**src/sv/dq_ram.sv**
```systemverilog
// dq_ram: generic single-write, single-read synchronous ram with registered read
// no dependencies; read data holds while no read is issued

module dq_ram #(
  parameter int WIDTH = 32,
  parameter int DEPTH = 16
) (
  input  logic                     clk,
  input  logic                     we,
  input  logic [$clog2(DEPTH)-1:0] waddr,
  input  logic [WIDTH-1:0]         wdata,
  input  logic                     re,
  input  logic [$clog2(DEPTH)-1:0] raddr,
  output logic [WIDTH-1:0]         rdata
);

  logic [WIDTH-1:0] mem [DEPTH];

  // write port
  always_ff @(posedge clk) begin
    if (we) begin
      mem[waddr] <= wdata;
    end
  end

  // registered read port
  always_ff @(posedge clk) begin
    if (re) begin
      rdata <= mem[raddr];
    end
  end

endmodule

```
**config.mk**
```make
export PLATFORM = sky130hd
export DESIGN_NAME = dq_ram
export DESIGN_NICKNAME = d
export VERILOG_FILES = /design/src/sv/dq_ram.sv
export SDC_FILE = /design/constraint.sdc
export NUM_CORES = 1
export LEC_CHECK = 0
export BUFFER_PORTS_ARGS = -buffer_cell sky130_fd_sc_hd__buf_4
export CORE_UTILIZATION = 66
export DETAILED_ROUTE_END_ITERATION = 12
export GPL_ROUTABILITY_DRIVEN = 0
export PLACE_DENSITY_LB_ADDON = 0.3
export SLEW_MARGIN = 20
export SYNTH_ARGS = -nofsm -noshare
export SYNTH_HDL_FRONTEND = slang
export SYNTH_SLANG_ARGS = --single-unit
```
**constraint.sdc**
```tcl
create_clock -name clk -period 4.9 [get_ports clk]
set_input_delay 0.245 -clock clk [delete_from_list [all_inputs] [get_ports clk]]
set_output_delay 0.245 -clock clk [all_outputs]
set_load 0.01 [all_outputs]
```
# After elaboration in Yosys (flattened, before gate mapping)
# Memories as Yosys holds them, arrays and structs flattened. A register that Yosys moved wholly into a read port is not among the register bits.
# Index checks and enable logic that the tools add are counted.
dict set report classes {
  n_mul 0
  n_mux 2
  n_div 0
  n_eq_ne 0
  reduce_logical 0
  n_addsub 0
  n_shift 0
  order_cmp 0
  bitwise 0
}
# op n
set ops {}
lappend ops {{$mux W1} 2}
dict set report word_totals {
  latch_bits 0
  mem_bits_rw 512
  reg_bits 0
  input_bits 43
  mem_count 1
  rom_bits 0
}
# name words width read_ports rd_ports_with_merged_regs write_ports line
set mem_list {}
lappend mem_list {mem 16 32 1 1 1 17} ;# logic [WIDTH-1:0] mem [DEPTH];

# Longest topological paths before layout
# Gate-level depths: netlist (run 1).
dict set report logic_depth {
  word_depth 2
  mapped_depth 5
  ltp_nobuf 3
}

# Least setup slack after synthesis (run 1)
# OpenSTA, ideal clock, no wires.
dict set report synth_path {
  kind {input-to-reg}
  start {in waddr[2]}
  end {mem mem[0][0] (enable)}
  path_stages 2
  arrival_ns 2.963
  slack_ns 1.475
  n_path_buf 0
  path_cell_list {or3b_2 > nor3_1}
}
# element line
set synth_lines {}
lappend synth_lines {{start, declared} 10} ;# input logic [$clog2(DEPTH)-1:0] waddr,
lappend synth_lines {{end, declared} 17}
# Straight into the memory's write port.

==> impl_metrics.csv, run 1 <==
group,metric,value,unit
power_and_ir_drop,peakVddDrop,0.3281,mV
power_and_ir_drop,p_int,7955,uW
logic_synthesis,synthDistinctLibCells,17,
setup_path,path_cells,"clkbuf_8 > buf_4 > mux4_2 > a22oi_1 > nand2_1",
timing,rsz0062_at_grt,"no",
logic_synthesis,postSynthCellCount,838,
setup_path,setup.worst_path.start,"raddr[0]",
setup_path,timing.rr.end,"rdata[16]",
drt,route.detailed.drc,0,
cells_and_area,nets,1022,
timing,fin_crit_sh,0.4446,
drt,drtIter0Drc,1198,
hold_path,hold_start,"waddr[0]",
setup_path,reg2reg_depth,3,
global_route,grt_antenna_before_repair,0,
timing,max_freq,459.1,MHz
global_route,grt_use_total,0.3212,
clock_tree,clockBufferDepth,3,
setup_path,reg2reg_from,"mem[15][16]",
die,core_area,0.02987,sq mm
clock_tree,clock_latency,0.57,ns
clock_tree,clkSlewWorstSetupHoldPaths,0.07,ns
power_and_ir_drop,p_per_area,425.2,mW/mm^2
drt,wl_per_cell,33.99,um
timing,post-route-min-period,2.178,ns
timing,finalSetupTns,0,ns
timing,slew_headroom,0.3299,
timing,maxSlewViolCount,0,
die,core.rowCount,63,
setup_path,cpPeakStageDelay,0.75,ns
drt,drt_wl_total,47.90,mm
setup_path,r2r_slack,3.36,ns
cells_and_area,drive_gt1_frac,0.3160,
power_and_ir_drop,p_sw_frac,0.2015,
clock_tree,htree_levels,2,
die,start_util,0.6753,
drt,wl_met3,4.668,mm
clock_tree,cts_tree,"built",
die,die_w,176.8,um
logic_synthesis,yosysSeqAreaShare,0.8097,
timing,fin_hold_ws,0.1510,ns
setup_path,end_kind,"register",
clock_tree,numCtsBuffers,50,
hold_path,hold_end,"mem[12][10]",
drt,wl_met2,24.99,mm
drt,route.antenna.remaining_nets,0,
timing,fin_skew,0.01926,ns
clock_tree,clockRootBuffer,"clkbuf_16",
logic_synthesis,syn-cell-area,0.02017,sq mm
timing,worst_pin_slew,1.003,ns
cells_and_area,area_growth,16.13,%
power_and_ir_drop,p_clk_frac,0.419,
hold_path,holdPathStages,2,
hold_path,worstHoldPathType,"input pin to register",
die,die_h,176.8,um
logic_synthesis,synth_fp_nets,881,
logic_synthesis,ys_ff_latch,544,
placement,portBuffers,74,
logic_synthesis,yosysWarnings,0,
power_and_ir_drop,combPwrFrac,0.051,
global_route,grt_max_degree,80,
timing,setup_viol,0,
cells_and_area,final_common_cell,"edfxtp_1",
placement,dp_hpwl,22.13,mm
setup_path,critPathArrivalTime,2.48,ns
drt,vias_per_cell,7.084,
job,maxCapViolations,0,
drt,met1_length,16.27,mm
die,ios,75,
power_and_ir_drop,total_power,9962,uW
die,die_area,0.03127,sq mm
global_route,overflow,0,
power_and_ir_drop,switching_power,2007,uW
cells_and_area,fillers,1358,
setup_path,required,5.20,ns
run_status,status,"completed",
cells_and_area,mostFrequentLayoutCells,"edfxtp_1 (544), mux4_2 (128), buf_4 (98)",
setup_path,path_class,"input pin to register",
clock_tree,post_cts_buffers,0,
power_and_ir_drop,pwr-share-seq,0.530,
logic_synthesis,avgSynthCellArea,24.07,sq um
setup_path,start_kind,"input pin",
drt,routed.top_layer,"met4",
cells_and_area,antennaDiodeCount,0,
setup_path,slowest_stage,"clkbuf_8",
setup_path,path_max_fanout,79,
global_route,grt_pass1_vias,10500,
power_and_ir_drop,power.leakage,0.007560,uW
drt,dr.pass1.iters,6,
global_route,grt_first_pass_wirelength,69.21,mm
timing,final_hold_viol_count,0,
clock_tree,cts_num_sinks,544,
drt,vias,9982,
[power groups by stage]
stage | sequential, uW | clock [uW] | combinational, uW
after global placement | 5360 | 0 | 447
final | 5280 | 4170 | 506
after CTS | 5280 | 4200 | 504
after floorplan | 5370 | 0 | 250
after global routing | 5290 | 4340 | 532
after detailed placement | 5370 | 0 | 466
[registers in the layout, indices dropped and copies added (netlist names)]
| register | count |
|---|---|
| rdata | 32 |
| mem | 512 |
[Yosys cell counts (all sizes together)]
| master | count | area (sq um) |
|---|---|---|
| clkbuf | 17 | 63.81 |
| nor2b | 2 | 12.51 |
| mux4 | 128 | 2883 |
| or3b | 1 | 8.760 |
| edfxtp | 544 | 16340 |
| nor2 | 13 | 48.80 |
| and2 | 1 | 6.260 |
| nand2 | 33 | 123.9 |
| a22oi | 64 | 480.5 |
| nand3 | 1 | 5.000 |
| nand3b | 2 | 15.01 |
| nor3 | 4 | 20.02 |
| nand2b | 2 | 12.51 |
| buf | 26 | 158.9 |
[final cells by class]
| type | instances | area [sq um] | area share |
|---|---|---|---|
| flip-flops and latches | 544 | 16340 | 0.6973 |
| well taps | 390 | 488.0 | 0.02083 |
| clock buffers | 62 | 1360 | 0.05805 |
| repair buffers | 132 | 1090 | 0.04652 |
| clock inverters | 30 | 400.4 | 0.01709 |
| multi-input cells | 251 | 3755 | 0.1603 |
[logic make-up (layout without fill, tap and decap cells)]
group                  count (synthesis)  in the layout  share of synthesized area
AO/OA/AOI/OAI                         64             64                    0.02382
AND/OR/NAND/NOR                       59             59                    0.01253
multiplexers                         128            128                     0.1429
flip-flops                           544            544                     0.8097
buffers and inverters                 43            224                    0.01104
[per-layer routing]
metal,track usage,vias up
li1,-,3878
met4,0.1440,0
met1,0.4117,5167
met2,0.5459,787
met3,0.05584,150
met5,0,-
[how the worst max path moves through the flow]
stage	endpoint	cells after the start
CTS	rdata[30]	5
finish	rdata[30]	5
detailed placement	rdata[18]	5
floorplan	mem[0][0]	2
global route	rdata[30]	5
global placement	rdata[15]	5
[critical path: cells and delay by family]
family / cells / cell delay (ns)
simple gates: 1 / 0.10
mux: 1 / 0.58
compound gates: 1 / 0.25
buf+inv: 2 / 1.23
[stage by stage]
step	worst slack, ns	utilization	std cells	instance area [sq um]
finish	2.722	0.7842	1409	23430
CTS	2.694	0.7840	1409	23420
global route	2.561	0.7842	1409	23430
global placement	2.242	0.7144	1285	21340
detailed placement	2.173	0.7144	1285	21340
floorplan	1.475	-	838	20170
[repair_timing]
item / 4_1_cts / 5_1_grt
endpoints found under the hold margin: 492 / 0
hold buffers: 32 / 0
resized for setup: 0 / 0
Note: power is estimated with default switching activity, not from simulation.
==> run 2, diff against run 1 <==
- CORE_UTILIZATION: 66 -> 55
- clock period: 4.9 -> 2 ns (I/O delays scaled with it)
==> impl_metrics.csv, run 2 (synthesis results as in run 1) <==
group,metric,value,unit
run_status,status,"finished with violations",
run_status,violations,"DRC",
setup_path,path_cells,"mux4_2 > a22oi_1 > nand2_1",
drt,route.detailed.drc,6,
drt,dr.pass1.iters,11,
timing,fin_hold_ws,0.1186,ns
cells_and_area,area_growth,17.50,%
drt,vias_per_cell,6.239,
die,die_area,0.03745,sq mm
drt,route.antenna.remaining_nets,0,
placement,portBuffers,74,
clock_tree,clockBufferDepth,3,
timing,setup_ws,0.5534,ns
hold_path,worstHoldPathType,"input pin to register",
cells_and_area,final_common_cell,"edfxtp_1",
setup_path,required,2.30,ns
setup_path,path_class,"register to register",
setup_path,reg2reg_depth,3,
clock_tree,cts_num_sinks,544,
global_route,grt_max_degree,33,
clock_tree,clockRootBuffer,"clkbuf_16",
job,maxCapViolations,0,
setup_path,critPathArrivalTime,1.75,ns
cells_and_area,largest_register_ffs,512,
timing,fin_crit_sh,0.7233,
setup_path,reg2reg_from,"mem[7][1]",
setup_path,path_max_fanout,1,
die,ios,75,
cells_and_area,drive_gt1_frac,0.3121,
placement,pre_cts_ws,0.1967,ns
placement,dpl-instance-area,0.02184,sq mm
cells_and_area,multi_input_area,0.003775,sq mm
clock_tree,cts_tree,"built",
timing,maxSlewViolCount,0,
drt,vias,9258,
timing,final_hold_viol_count,0,
cells_and_area,finish.utilization,0.6616,
clock_tree,numCtsBuffers,52,
power_and_ir_drop,power.leakage,0.007598,uW
timing,max_freq,691.3,MHz
cells_and_area,fillers,2200,
setup_path,slowest_stage,"mux4_2",
clock_tree,clkSlewWorstSetupHoldPaths,0.06,ns
timing,post-route-min-period,1.447,ns
die,die_h,193.5,um
timing,worst_pin_slew,1.133,ns
power_and_ir_drop,peakVddDrop,0.6807,mV
timing,slew_headroom,0.2444,
drt,drtIter0Drc,889,
timing,rsz0062_at_grt,"no",
setup_path,cpPeakStageDelay,0.51,ns
power_and_ir_drop,p_per_area,979.1,mW/mm^2
die,die_w,193.5,um
cells_and_area,final_cell_area,0.02371,sq mm
timing,setup_viol,0,
global_route,grt_pass1_vias,9631,
die,core.rowCount,69,
setup_path,end_kind,"register",
clock_tree,htree_levels,2,
setup_path,r2r_slack,0.55,ns
drt,drt_wl_total,40.76,mm
setup_path,start_kind,"register",
clock_tree,post_cts_resized,0,
cells_and_area,regMostFlops,"mem",
setup_path,setup.worst_path.start,"mem[7][1]",
global_route,grt_first_pass_wirelength,60.60,mm
timing,finalSetupTns,0,ns
die,start_util,0.5631,
cells_and_area,nets,1032,
drt,wl_per_cell,27.47,um
global_route,overflow,0,
global_route,grt_antenna_before_repair,2,
die,core_area,0.03583,sq mm
global_route,grt_use_total,0.2243,
cells_and_area,top_regs,"mem (512), rdata (32)",
cells_and_area,layout.area.seq,0.01634,sq mm
placement,dp_hpwl,19.61,mm
cells_and_area,mostFrequentLayoutCells,"edfxtp_1 (544), mux4_2 (128), buf_4 (80)",
timing,fin_skew,0.01687,ns
clock_tree,clock_latency,0.57,ns
setup_path,cp-endpoint,"rdata[1]",
setup_path,timing.rr.end,"rdata[1]",
==> run 2: layout make-up <==
| type | instances | share of cell area |
|---|---|---|
| diodes | 1 | 0.0001056 |
| multi-input cells | 251 | 0.1592 |
| well taps | 461 | 0.02433 |
| clock inverters | 20 | 0.006809 |
| clock buffers | 67 | 0.05817 |
| flip-flops and latches | 544 | 0.6891 |
| repair buffers | 140 | 0.06223 |
==> run 2: where the power goes <==
part | total (uW) | internal (uW) | switching [uW]
sequential | 12900 | 12800 | 78.7
clock | 9030 | 5190 | 3850
combinational | 1250 | 583 | 670
==> run 2: what timing repair did <==
action / CTS / global route
buffers inserted: 0 / 0
hold buffers: 32 / 0
hold endpoints to repair: 512 / 0
==> run 2: per-stage QoR <==
step	instances	total power [uW]
floorplan	838	13780
global placement	1364	14340
detailed placement	1364	14380
CTS	1483	23370
global route	1484	23840
finish	1484	23210
==> run 2: worst min path at each step <==
stage                    from          end  slack [ns]  cells past startpoint
global route               re     rdata[2]        0.12                      1
floorplan            wdata[0]    mem[0][0]        0.20                      0
CTS                        re    rdata[29]        0.12                      1
finish                     re    rdata[29]        0.12                      1
global placement    wdata[13]  mem[13][13]        0.39                      1
detailed placement  wdata[12]   mem[9][12]        0.39                      1
==> run 2: per-layer routing <==
layer  track usage  routed length, um  share of wire
met5             0                 16        0.00039
met4       0.05511                766          0.019
met3       0.04376               3465          0.085
met2        0.3627              19890           0.49
met1        0.3202              16620           0.41
==> run 2: worst max-delay path, delay by kind of cell, from the launching register on <==
family / cells / cell delay, ns
mux: 1 / 0.51
flops: 1 / 0.40
simple gates: 1 / 0.08
compound gates: 1 / 0.20
